==> src/rtl/mdsr_pkg.sv <==
// Shared types and constants for the motor duty smoothing ramp.
package mdsr_pkg;

  localparam int NumMotors = 4;
  localparam int FracBits  = 8;
  localparam int GainFrac  = 8;
  localparam int GainW     = 9;
  localparam int SpeedW    = 8;
  localparam int DutyW     = 10 + FracBits;
  localparam int ErrW      = DutyW + 1;
  localparam int ProdW     = ErrW + GainW + 1;
  localparam int StepW     = ProdW - GainFrac;
  localparam int SumW      = StepW + 1;
  localparam int MotorW    = (NumMotors > 1) ? $clog2(NumMotors) : 1;
  localparam int MagMax    = 255;

  localparam logic [GainW-1:0] GainReset = GainW'(77);

  localparam logic signed [DutyW-1:0] DutyMaxQ = {1'b0, {(DutyW-1){1'b1}}};
  localparam logic signed [DutyW-1:0] DutyMinQ = {1'b1, {(DutyW-1){1'b0}}};
  localparam logic signed [DutyW-1:0] LimQ     = DutyW'(MagMax * (2 ** FracBits));

  // Depth of the command queue and of the result queue.
  localparam int CmdDepth = 2;
  localparam int CmdPtrW  = (CmdDepth > 1) ? $clog2(CmdDepth) : 1;
  localparam int CmdCntW  = $clog2(CmdDepth + 1);
  localparam int ResDepth = 2;
  localparam int ResPtrW  = (ResDepth > 1) ? $clog2(ResDepth) : 1;
  localparam int ResCntW  = $clog2(ResDepth + 1);

  // Input command codes.
  localparam logic [2:0] CMD_FWD   = 3'd0;
  localparam logic [2:0] CMD_REV   = 3'd1;
  localparam logic [2:0] CMD_DECAY = 3'd2;
  localparam logic [2:0] CMD_CLEAR = 3'd3;
  localparam logic [2:0] CMD_APPLY = 3'd4;

  typedef enum logic [2:0] {
    OP_FWD,
    OP_REV,
    OP_DECAY,
    OP_CLEAR,
    OP_APPLY
  } op_e;

  typedef enum logic [1:0] {
    ST_IDLE,
    ST_MUL,
    ST_WRITE,
    ST_APPLY
  } state_e;

  typedef struct packed {
    op_e              op;
    logic [1:0]       motor;
    logic [SpeedW-1:0] speed;
  } cmd_t;

  typedef struct packed {
    logic valid;
    cmd_t cmd;
  } cmd_head_t;

  typedef struct packed {
    logic [1:0] motor_index;
    logic       direction;
    logic [7:0] magnitude;
    logic       last;
  } res_t;

endpackage

==> src/rtl/mdsr_front.sv <==
// Front end: accepts items, classifies them and queues the ones that do work.
module mdsr_front (
  input  logic              clk_i,
  input  logic              rst_ni,
  input  logic              push_i,
  output logic              full_o,
  input  logic [2:0]        cmd_i,
  input  logic [1:0]        motor_i,
  input  logic [7:0]        speed_i,
  output mdsr_pkg::cmd_head_t head_o,
  input  logic              pop_i
);
  import mdsr_pkg::*;

  localparam logic [4:0] NumMotorsQ = 5'(NumMotors);

  cmd_t               mem_q [CmdDepth];
  logic [CmdPtrW-1:0] wr_ptr_q, wr_ptr_d;
  logic [CmdPtrW-1:0] rd_ptr_q, rd_ptr_d;
  logic [CmdCntW-1:0] cnt_q, cnt_d;
  op_e                op;
  logic               known;
  logic               keep;
  logic               enq;
  logic               deq;

  always_comb begin
    known = 1'b1;
    unique case (cmd_i)
      CMD_FWD:   op = OP_FWD;
      CMD_REV:   op = OP_REV;
      CMD_DECAY: op = OP_DECAY;
      CMD_CLEAR: op = OP_CLEAR;
      CMD_APPLY: op = OP_APPLY;
      default: begin
        op    = OP_APPLY;
        known = 1'b0;
      end
    endcase
  end

  // Unknown commands and updates of a missing motor are taken and dropped.
  assign keep = known && ((op == OP_APPLY) || ({3'b000, motor_i} < NumMotorsQ));

  assign full_o = (cnt_q == CmdCntW'(CmdDepth));
  assign enq    = push_i && !full_o && keep;
  assign deq    = pop_i && (cnt_q != '0);

  always_comb begin
    wr_ptr_d = wr_ptr_q;
    rd_ptr_d = rd_ptr_q;
    if (enq) begin
      wr_ptr_d = (wr_ptr_q == CmdPtrW'(CmdDepth - 1)) ? '0 : wr_ptr_q + 1'b1;
    end
    if (deq) begin
      rd_ptr_d = (rd_ptr_q == CmdPtrW'(CmdDepth - 1)) ? '0 : rd_ptr_q + 1'b1;
    end
    cnt_d = cnt_q + CmdCntW'(enq) - CmdCntW'(deq);
  end

  always_ff @(posedge clk_i or negedge rst_ni) begin
    if (!rst_ni) begin
      wr_ptr_q <= '0;
      rd_ptr_q <= '0;
      cnt_q    <= '0;
    end else begin
      wr_ptr_q <= wr_ptr_d;
      rd_ptr_q <= rd_ptr_d;
      cnt_q    <= cnt_d;
    end
  end

  always_ff @(posedge clk_i) begin
    if (enq) begin
      mem_q[wr_ptr_q] <= '{op: op, motor: motor_i, speed: speed_i};
    end
  end

  assign head_o.valid = (cnt_q != '0);
  assign head_o.cmd   = mem_q[rd_ptr_q];

`ifndef SYNTHESIS
  a_cnt_bound: assert property (@(posedge clk_i) disable iff (!rst_ni)
    cnt_q <= CmdCntW'(CmdDepth))
    else $error("command queue count above depth");

  a_drop_no_enq: assert property (@(posedge clk_i) disable iff (!rst_ni)
    (push_i && !full_o && !keep && !deq) |=> (cnt_q == $past(cnt_q)))
    else $error("dropped item changed the command queue");
`endif

endmodule

==> src/rtl/mdsr_back.sv <==
// Back end: executes queued commands on the duty registers and queues drive results.
module mdsr_back (
  input  logic                      clk_i,
  input  logic                      rst_ni,
  input  logic                      cfg_we_i,
  input  logic [mdsr_pkg::GainW-1:0] cfg_gain_i,
  input  mdsr_pkg::cmd_head_t       head_i,
  output logic                      pop_o,
  input  logic                      res_pop_i,
  output logic                      res_empty_o,
  output mdsr_pkg::res_t            res_o
);
  import mdsr_pkg::*;

  state_e                    state_q, state_d;
  cmd_t                      cur_q;
  logic [MotorW-1:0]         cnt_q;
  logic [GainW-1:0]          gain_q;
  logic signed [ProdW-1:0]   prod_q;
  logic signed [DutyW-1:0]   duty_q [NumMotors];

  logic [MotorW-1:0]         rd_idx;
  logic signed [DutyW-1:0]   d_rd;
  logic signed [ErrW-1:0]    d_ext;
  logic signed [ErrW-1:0]    target;
  logic signed [ErrW-1:0]    err;
  logic signed [GainW:0]     gain_s;
  logic signed [ProdW-1:0]   prod;
  logic signed [StepW-1:0]   step;
  logic signed [SumW-1:0]    sum;
  logic signed [DutyW-1:0]   sat;
  logic signed [DutyW-1:0]   neg;

  logic                      duty_we;
  logic [MotorW-1:0]         duty_widx;
  logic signed [DutyW-1:0]   duty_wdata;
  logic                      cnt_last;
  logic                      res_push;
  res_t                      res_d;

  res_t                      res_mem_q [ResDepth];
  logic [ResPtrW-1:0]        res_wr_q, res_rd_q;
  logic [ResCntW-1:0]        res_cnt_q;
  logic                      res_full;
  logic                      res_deq;

  // Single read port on the duty registers.
  assign rd_idx = (state_q == ST_APPLY) ? cnt_q : MotorW'(cur_q.motor);
  assign d_rd   = duty_q[rd_idx];

  // Error and product for an update.
  assign d_ext  = ErrW'(d_rd);
  assign target = signed'({{(ErrW - SpeedW - FracBits){1'b0}}, cur_q.speed,
                           {FracBits{1'b0}}});
  always_comb begin
    unique case (cur_q.op)
      OP_FWD:  err = target - d_ext;
      OP_REV:  err = target + d_ext;
      default: err = d_ext;
    endcase
  end
  assign gain_s = signed'({1'b0, gain_q});
  assign prod   = err * gain_s;

  // The dropped low bits make this an arithmetic shift that rounds down.
  assign step = signed'(prod_q[ProdW-1:GainFrac]);
  assign sum  = (cur_q.op == OP_FWD) ? (SumW'(d_rd) + SumW'(step))
                                     : (SumW'(d_rd) - SumW'(step));
  always_comb begin
    priority if (sum > SumW'(DutyMaxQ)) begin
      sat = DutyMaxQ;
    end else if (sum < SumW'(DutyMinQ)) begin
      sat = DutyMinQ;
    end else begin
      sat = DutyW'(sum);
    end
  end

  // Drive readout of one motor.
  assign neg      = -d_rd;
  assign cnt_last = (cnt_q == MotorW'(NumMotors - 1));
  always_comb begin
    res_d.motor_index = 2'(cnt_q);
    res_d.last        = cnt_last;
    priority if (d_rd > LimQ) begin
      res_d.direction = 1'b0;
      res_d.magnitude = 8'(MagMax);
    end else if (d_rd > DutyW'(0)) begin
      res_d.direction = 1'b0;
      res_d.magnitude = d_rd[FracBits +: 8];
    end else if (d_rd > -LimQ) begin
      res_d.direction = 1'b1;
      res_d.magnitude = neg[FracBits +: 8];
    end else begin
      res_d.direction = 1'b1;
      res_d.magnitude = 8'(MagMax);
    end
  end

  // Next state.
  always_comb begin
    state_d = state_q;
    unique case (state_q)
      ST_IDLE: begin
        if (head_i.valid) begin
          unique case (head_i.cmd.op)
            OP_APPLY: state_d = ST_APPLY;
            OP_CLEAR: state_d = ST_IDLE;
            default:  state_d = ST_MUL;
          endcase
        end
      end
      ST_MUL:   state_d = ST_WRITE;
      ST_WRITE: state_d = ST_IDLE;
      ST_APPLY: begin
        if (!res_full && cnt_last) begin
          state_d = ST_IDLE;
        end
      end
      default:  state_d = ST_IDLE;
    endcase
  end

  // State outputs.
  always_comb begin
    pop_o      = 1'b0;
    duty_we    = 1'b0;
    duty_widx  = MotorW'(cur_q.motor);
    duty_wdata = sat;
    res_push   = 1'b0;
    unique case (state_q)
      ST_IDLE: begin
        pop_o = head_i.valid;
        if (head_i.valid && (head_i.cmd.op == OP_CLEAR)) begin
          duty_we    = 1'b1;
          duty_widx  = MotorW'(head_i.cmd.motor);
          duty_wdata = '0;
        end
      end
      ST_MUL:   ;
      ST_WRITE: duty_we = 1'b1;
      ST_APPLY: res_push = !res_full;
      default:  ;
    endcase
  end

  always_ff @(posedge clk_i or negedge rst_ni) begin
    if (!rst_ni) begin
      state_q <= ST_IDLE;
      cnt_q   <= '0;
      gain_q  <= GainReset;
      for (int i = 0; i < NumMotors; i++) begin
        duty_q[i] <= '0;
      end
    end else begin
      state_q <= state_d;
      if (cfg_we_i) begin
        gain_q <= cfg_gain_i;
      end
      if (pop_o) begin
        cnt_q <= '0;
      end else if (res_push) begin
        cnt_q <= cnt_q + 1'b1;
      end
      if (duty_we) begin
        duty_q[duty_widx] <= duty_wdata;
      end
    end
  end

  always_ff @(posedge clk_i) begin
    if (pop_o) begin
      cur_q <= head_i.cmd;
    end
    if (state_q == ST_MUL) begin
      prod_q <= prod;
    end
  end

  // Result queue.
  assign res_full    = (res_cnt_q == ResCntW'(ResDepth));
  assign res_empty_o = (res_cnt_q == '0);
  assign res_deq     = res_pop_i && !res_empty_o;
  assign res_o       = res_mem_q[res_rd_q];

  always_ff @(posedge clk_i or negedge rst_ni) begin
    if (!rst_ni) begin
      res_wr_q  <= '0;
      res_rd_q  <= '0;
      res_cnt_q <= '0;
    end else begin
      if (res_push) begin
        res_wr_q <= (res_wr_q == ResPtrW'(ResDepth - 1)) ? '0 : res_wr_q + 1'b1;
      end
      if (res_deq) begin
        res_rd_q <= (res_rd_q == ResPtrW'(ResDepth - 1)) ? '0 : res_rd_q + 1'b1;
      end
      res_cnt_q <= res_cnt_q + ResCntW'(res_push) - ResCntW'(res_deq);
    end
  end

  always_ff @(posedge clk_i) begin
    if (res_push) begin
      res_mem_q[res_wr_q] <= res_d;
    end
  end

`ifndef SYNTHESIS
  a_mul_then_write: assert property (@(posedge clk_i) disable iff (!rst_ni)
    (state_q == ST_MUL) |=> (state_q == ST_WRITE))
    else $error("multiply not followed by duty write");

  a_last_index: assert property (@(posedge clk_i) disable iff (!rst_ni)
    (res_push && res_d.last) |-> (res_d.motor_index == 2'(NumMotors - 1)))
    else $error("last flag on a result that is not the final motor");

  a_res_bound: assert property (@(posedge clk_i) disable iff (!rst_ni)
    res_cnt_q <= ResCntW'(ResDepth))
    else $error("result queue count above depth");
`endif

endmodule

==> src/rtl/motor_duty_smoothing_ramp.sv <==
// Top level of the per-motor duty smoothing ramp with drive readout.
// Four signed Q9.8 duties move toward a target by gain times the error on each
// update item; an apply item queues one drive result per motor in motor order.
// The front takes one item per cycle while not full into a two-entry command
// queue. The back runs a forward, reverse or decay update as dequeue, one
// error-times-gain multiply, then shift, add, saturate and write; it runs a
// clear in its dequeue step, and an apply as a dequeue and then one result
// per cycle while the result queue is not full into a two-entry result queue.
// Gain writes are taken at any edge with the write enable high.
module motor_duty_smoothing_ramp (
  input  logic       clk_i,
  input  logic       rst_ni,
  input  logic       push,
  output logic       full,
  input  logic [2:0] cmd_i,
  input  logic [1:0] motor_i,
  input  logic [7:0] speed_i,
  output logic       empty,
  input  logic       pop,
  output logic [1:0] motor_index_o,
  output logic       direction_o,
  output logic [7:0] magnitude_o,
  output logic       last_o,
  input  logic       cfg_we_i,
  input  logic [mdsr_pkg::GainW-1:0] cfg_gain_i
);
  import mdsr_pkg::*;

  cmd_head_t head;
  logic      head_pop;
  res_t      res;

  mdsr_front u_front (
    .clk_i   (clk_i),
    .rst_ni  (rst_ni),
    .push_i  (push),
    .full_o  (full),
    .cmd_i   (cmd_i),
    .motor_i (motor_i),
    .speed_i (speed_i),
    .head_o  (head),
    .pop_i   (head_pop)
  );

  mdsr_back u_back (
    .clk_i       (clk_i),
    .rst_ni      (rst_ni),
    .cfg_we_i    (cfg_we_i),
    .cfg_gain_i  (cfg_gain_i),
    .head_i      (head),
    .pop_o       (head_pop),
    .res_pop_i   (pop),
    .res_empty_o (empty),
    .res_o       (res)
  );

  assign motor_index_o = res.motor_index;
  assign direction_o   = res.direction;
  assign magnitude_o   = res.magnitude;
  assign last_o        = res.last;

endmodule
==> config.mk <==
export PLATFORM = sky130hd
export DESIGN_NAME = motor_duty_smoothing_ramp
export DESIGN_NICKNAME = d
export VERILOG_FILES = /design/src/rtl/mdsr_pkg.sv /design/src/rtl/mdsr_front.sv /design/src/rtl/mdsr_back.sv /design/src/rtl/motor_duty_smoothing_ramp.sv
export SDC_FILE = /design/constraint.sdc
export NUM_CORES = 1
export LEC_CHECK = 0
export ABC_AREA = 0
export BUFFER_PORTS_ARGS = -buffer_cell sky130_fd_sc_hd__buf_2
export CORE_UTILIZATION = 53
export CTS_CLUSTER_DIAMETER = 200
export DETAILED_ROUTE_END_ITERATION = 12
export HOLD_SLACK_MARGIN = 0.08
export MAX_ROUTING_LAYER = met4
export PLACE_DENSITY = 0.71
export SLEW_MARGIN = 40
export SYNTH_ARGS = -nofsm -noshare
export SYNTH_HDL_FRONTEND = slang
export SYNTH_SLANG_ARGS = --single-unit
==> constraint.sdc <==
create_clock -name clk_i -period 11 [get_ports clk_i]
set_clock_uncertainty 0.1 [all_clocks]
set_input_delay 1.65 -clock clk_i [delete_from_list [all_inputs] [get_ports clk_i]]
set_output_delay 1.65 -clock clk_i [all_outputs]
set_load 0.005 [all_outputs]
# After elaboration in Yosys (flattened, before gate mapping)
# Memory sizes are Yosys's and may differ from the RTL's.
# Index checks and enable logic that the tools add are counted.
[totals]
regBits = 135
input_bits = 27
memories = 2
ram_bits = 50
[classes]
eq_ne = 15
n_reduce_logical = 18
multipliers = 1
add_sub_neg = 14
bitwise = 2
magnitude_cmp = 8
n_mux = 38
[mem_list]
columns = ["name", "words", "width", "rd", "rd_clocked_by_memory_dff", "wr", "line", "rtl"]
rows = [
  ["u_front.mem_q", 2, 13, 1, 0, 1, "mdsr_front.sv:17", "cmd_t mem_q [CmdDepth];"],
  ["u_back.res_mem_q", 2, 12, 1, 0, 1, "mdsr_back.sv:41", "res_t res_mem_q [ResDepth];"],
]
[op_table]
columns = ["cell", "count"]
rows = [
  ["$mux W18", 7],
  ["$bwmux W72", 1],
  ["$pmux W19 S2", 1],
  ["$bmux W18 S2", 1],
  ["$demux W18 S2", 1],
  ["$gt A18 B17 Y1 const B", 2],
  ["$mul A19 B10 Y29", 1],
  ["$add A18 B21 Y22", 1],
  ["$gt A22 B18 Y1 const B", 1],
  ["$lt A22 B18 Y1 const B", 1],
  ["$mux W22", 1],
  ["$sub A18 B21 Y22", 1],
  ["$add A17 B18 Y19", 1],
  ["$sub A17 B18 Y19", 1],
  ["$gt A18 B1 Y1 const B", 1],
  ["$mux W9", 2],
  ["$neg A16 Y16", 1],
  ["$mux W2", 7],
  ["$mux W1", 12],
  ["$pmux W3 S4", 1],
  ["$eq A2 B2 Y1 const B", 5],
  ["$eq A3 B2 Y1 const B", 3],
  ["$mux W8", 1],
  ["$pmux W2 S4", 1],
  ["other kinds (21)", 41],
]

# Depth between registers and ports, before layout
[depth]
word_depth = 14
depth_mapped = 39
mapped_depth_nobuf = 35

# By module
# From an unflattened synthesis, not the netlist that was laid out.
[hier_totals]
cells_unflattened = 1687
area_unflattened_um2 = 16664.7
[by_module_without_submodules]
columns = ["module", "seq_area_each_um2", "instances", "area_per_inst_um2", "cells_each"]
rows = [
  ["mdsr_back", 3973.8, 1, 15477.3, 1625],
  ["mdsr_front", 880.8, 1, 1187.4, 62],
]

# Worst setup path before layout
# OpenSTA, ideal clock, no wires.
[synth_timing]
kind = "flip-flop to flip-flop"
from = "register u_back.cnt_q[0]"
to = "register u_back.prod_q[28], data pin"
setup_time_ps = 262
path_stages_with_launch = 31
path_slack_ps = 2373
t_arrival_ps = 8265
t_required_ps = 10638
n_path_buf = 2
cell_sequence = "dfrtp_1 -> and3_1 -> clkbuf_1 -> nor2_4 -> buf_4 -> mux4_2 -> inv_1 -> ha_1 -> inv_1 -> o31ai_1 -> a21o_1 -> a211o_1 -> and3_1 -> o31ai_1 -> and2_1 -> fa_1 -> fa_1 -> fa_1 -> fa_1 -> fa_1 -> ha_1 -> a21o_1 -> a21o_1 -> a21oi_1 -> nor2b_1 -> o21ai_0 -> nand2b_1 -> a221oi_1 -> o21ai_0 -> a21oi_1 -> xor2_1"
[synth_via]
elab_chain_cells = 8
word_cells_on_any_way = 9
[synth_rtl]
columns = ["element", "line", "rtl"]
rows = [
  ["start, declared", "mdsr_back.sv:17", "logic [MotorW-1:0] cnt_q;"],
  ["start signal, assigned", "mdsr_back.sv:163", "cnt_q <= cnt_q + 1'b1;"],
  ["$mux W2 (*)", "mdsr_back.sv:48", "assign rd_idx = (state_q == ST_APPLY) ? cnt_q : MotorW'(cur_q.motor);"],
  ["$not A2 Y3 (implied by the code) (*)", "mdsr_back.sv:49", "assign d_rd = duty_q[rd_idx];"],
  ["$bmux W18 S2 (*)", "mdsr_back.sv:49", ""],
  ["$mux W18 (implied by the code) (*) (2 in series)", "mdsr_back.sv:49", ""],
  ["$add A17 B18 Y19 or $sub A17 B18 Y19 (tied branches)", "mdsr_back.sv:58, mdsr_back.sv:57", ""],
  ["$pmux W19 S2 (*)", "mdsr_back.sv:56", "unique case (cur_q.op)"],
  ["$mul A19 B10 Y29 (*)", "mdsr_back.sv:63", "assign prod = err * gain_s;"],
  ["named net u_back.prod[28]", "mdsr_back.sv:28", "logic signed [ProdW-1:0] prod;"],
  ["end signal, assigned", "mdsr_back.sv:176", "prod_q <= prod;"],
  ["end, declared", "mdsr_back.sv:19", "logic signed [ProdW-1:0] prod_q;"],
]
# The timed path passes the listed nets; every way through them passes the cells marked *. The select of a mux whose other input is x is not followed.
# A chain may end at the register's enable or synchronous reset.

# Worst setup path after layout
[layout_timing]
from = "register u_back.state_q[0]"
to = "register u_back.prod_q[28], data pin"
[layout_via]
elab_chain_cells = 9
word_cells_on_any_way = 10
[layout_rtl]
columns = ["element", "line", "rtl"]
rows = [
  ["start, declared", "mdsr_back.sv:15", "state_e state_q, state_d;"],
  ["start signal, assigned", "mdsr_back.sv:156", "state_q <= state_d;"],
  ["$eq A2 B2 Y1 (*)", "mdsr_back.sv:48", ""],
  ["$mux W2 (*)", "mdsr_back.sv:48", ""],
  ["$not A2 Y3 (implied by the code) (*)", "mdsr_back.sv:49", ""],
  ["$bmux W18 S2 (*)", "mdsr_back.sv:49", ""],
  ["$mux W18 (implied by the code) (*) (2 in series)", "mdsr_back.sv:49", ""],
  ["$add A17 B18 Y19 or $sub A17 B18 Y19 (tied branches)", "mdsr_back.sv:58, mdsr_back.sv:57", ""],
  ["$pmux W19 S2 (*)", "mdsr_back.sv:56", ""],
  ["$mul A19 B10 Y29 (*)", "mdsr_back.sv:63", ""],
  ["named net u_back.prod[28]", "mdsr_back.sv:28", ""],
]
# Marked as above.

==> metrics.md <==
| Metric | Value |
|---|---|
| Status | finished, final reports clean |
| Antenna diodes | 0 |
| Final hold vios | 0 |
| Routed len/inst | 18.1 um |
| Drc violations | 0 |
| Min cycle time layout | 9.53 ns |
| Hold_buf cts | 0 |
| Crit end category | flip-flop |
| Commonest register cell after synthesis | dfrtp_1 |
| Vias in the first global route | 11600 |
| CORE AREA | 29900 um^2 |
| Number of library cell types mapped by synthesis | 78 |
| Top-area cell type share of the netlist area | 17.6% |
| CTS Buffer Depth | 2 |
| Inserted Clock Buffers | 17 |
| Global Route Usage Sum | 25.3% |
| Launching element type of the critical path | flip-flop |
| Hold Path Class | flip-flop to flip-flop |
| Initial Util | 54.4% |
| Die Height | 177 um |
| # setup viols final | 0 |
| Via count | 11200 |
| Fin. max-slew vios | 0 |
| Routed Antenna Nets | 0 |
| Initial drt markers | 748 |
| Net count, final | 1840 |
| Syn nets | 1818 |
| Routed WL | 35800 um |
| R2r setup slk | 1.47 ns |
| Ys async rst share | 52.5% |
| Clock-pin transition on the worst setup and hold timing paths | 0.07 ns |
| IO buf count | 40 |
| Critical Path Most Common Cell | fa_1 |
| RSZ-0062 raised after global routing | false |
| Most common cell after layout, fill and taps aside | inv_1 |
| Most frequent cells in the layout | 196 x inv_1, 143 x fa_1, 112 x nand2_1, 101 x mux2_2, 100 x ha_1 |
| Clk Latency, worst-skew pair | 0.45 ns |
| Worst Path Buf+Inv | 3 |
| Placed wire-length estimate | 27800 um |
| First-pass GRT wire length | 59800 um |
| Setup repair bufs after CTS | 0 |
| Site Rows | 63 |
| Top Family by Delay on Critical Path | adder cells |
| Slowest CP cell | and2_1 |
| Post-synth EDFFs | 84 |
| Slew HR | 44.0% |
| Syn-to-layout area delta | 7.80% |
| I/O pins | 41 |
| Clk sinks | 177 |
| CTS resizes | 0 |
| Largest area contributor in the netlist | fa_1 |
| TritonRoute pass-1 iters | 6 |
| Synthesized area per cell | 10.5 um^2 |
| CTS tree | built |
| Fin crit share | 86.7% |
| Largest net degree at the start of global routing | 75 |
| Seq/Total Area, Yosys | 29.9% |
| Crit path max fanout | 13 |
| Area contributors post-synth | fa_1 18%, edfxtp_1 16%, dfrtp_1 14% |
| DIE AREA | 31400 um^2 |
| Tightest Pin Transition | 0.837 ns |
| Delay of the slowest cell on the worst path | 0.61 ns |
| Max-cap violations | 0 |
| Initial antenna violation count | 0 |
| Critical path class | flip-flop to flip-flop |
| Post-DR vias/cell | 5.67 |
| Synth Cell Area | 16300 um^2 |
| Max Clock Freq | 105 MHz |
| WP data required | 11.09 ns |
| Grt total ovfl | 0 |
| Routability Congestion | 0.903 |
| H-tree levels | 4 |
| Share of layout cells above drive strength 1 | 16.9% |
| Syn Inst Count | 1548 |
| Clock tree root buffer cell | clkbuf_16 |
| Width of the chip | 177 um |
| Fin Setup TNS | 0 ns |
| Register bit total from synthesis | 177 |
| Yosys warns | 0 |
| WP data arrival | 9.62 ns |
synthesized netlist by cell type, drive strengths merged (49+ instances only):
cell	count
inv	196
fa	143
nand2	114
mux2	108
ha	100
dfrtp	89
edfxtp	84
a21oi	74
and2	68
nor2	67
xnor2	66
nor2b	49
registers in the layout (all words and copies together), names as in the netlist, 9 cells and up:
name / cells
u_back.gain_q: 9
u_back.res_mem_q: 24
u_back.duty_q: 72
u_back.prod_q: 21
u_back.cur_q: 13
u_front.mem_q: 26
per-layer routing:
metal | share of wire, % | global-route usage (%) | vias up
met1 | 46 | 34.6 | 5658
met3 | 3.7 | 2.88 | 41
met2 | 49 | 40.4 | 240
met4 | 1.3 | 6.14 | 0
met5 | 0 | - | -
li1 | - | - | 5250
cell families after synthesis:
kind of cell	count (synthesis)	synth area share [%]
xor+xnor	98	5.32
mux	133	10.3
buf+inv	252	6.05
simple gates	426	13.5
fa+ha+maj	243	25.3
flops	177	29.9
compound gates	219	9.61
area by class of cell:
class	count	area (um^2)
well taps	390	488
flip-flops and latches	177	4860
inverters	196	736
repair buffers	59	349
fillers	2526	12300
clock inverters	15	191
multi-input cells	1119	10500
clock buffers	17	425
path summary, 6_finish.rpt:
check	startpoint	endpoint	cells past startpoint
worst min-delay path	u_front.cnt_q[1]$_DFF_PN0_	u_front.cnt_q[1]$_DFF_PN0_	1
min in group asynchronous	rst_ni	u_back.res_cnt_q[0]$_DFF_PN0_	1
max in group asynchronous	rst_ni	u_back.gain_q[1]$_DFFE_PN0P_	2
worst min register to register	u_front.cnt_q[1]$_DFF_PN0_	u_front.cnt_q[1]$_DFF_PN0_	1
worst max-delay path	u_back.state_q[0]$_DFFE_PN0P_	u_back.prod_q[28]$_DFFE_PP_	33
worst max register to register	u_back.state_q[0]$_DFFE_PN0P_	u_back.prod_q[28]$_DFFE_PP_	33
per-stage QoR:
stage          cells  hold slack [ns]  setup slack (ns)  area (um^2)  utilization (%)
2_1_floorplan   1548            0.354              2.37        16300                -
3_3_place_gp    1941            0.374              1.48        16900             56.4
3_5_place_dp    1941            0.379              1.48        16900             56.6
4_1_cts         1973            0.393              1.39        17500             58.7
5_1_grt         1973            0.419             0.845        17500             58.7
6_report        1973            0.388              1.47        17500             58.7
Power is left out: the tool's default activity adds up to more than one toggle a clock period on the data nets, which glitch-free logic cannot reach.
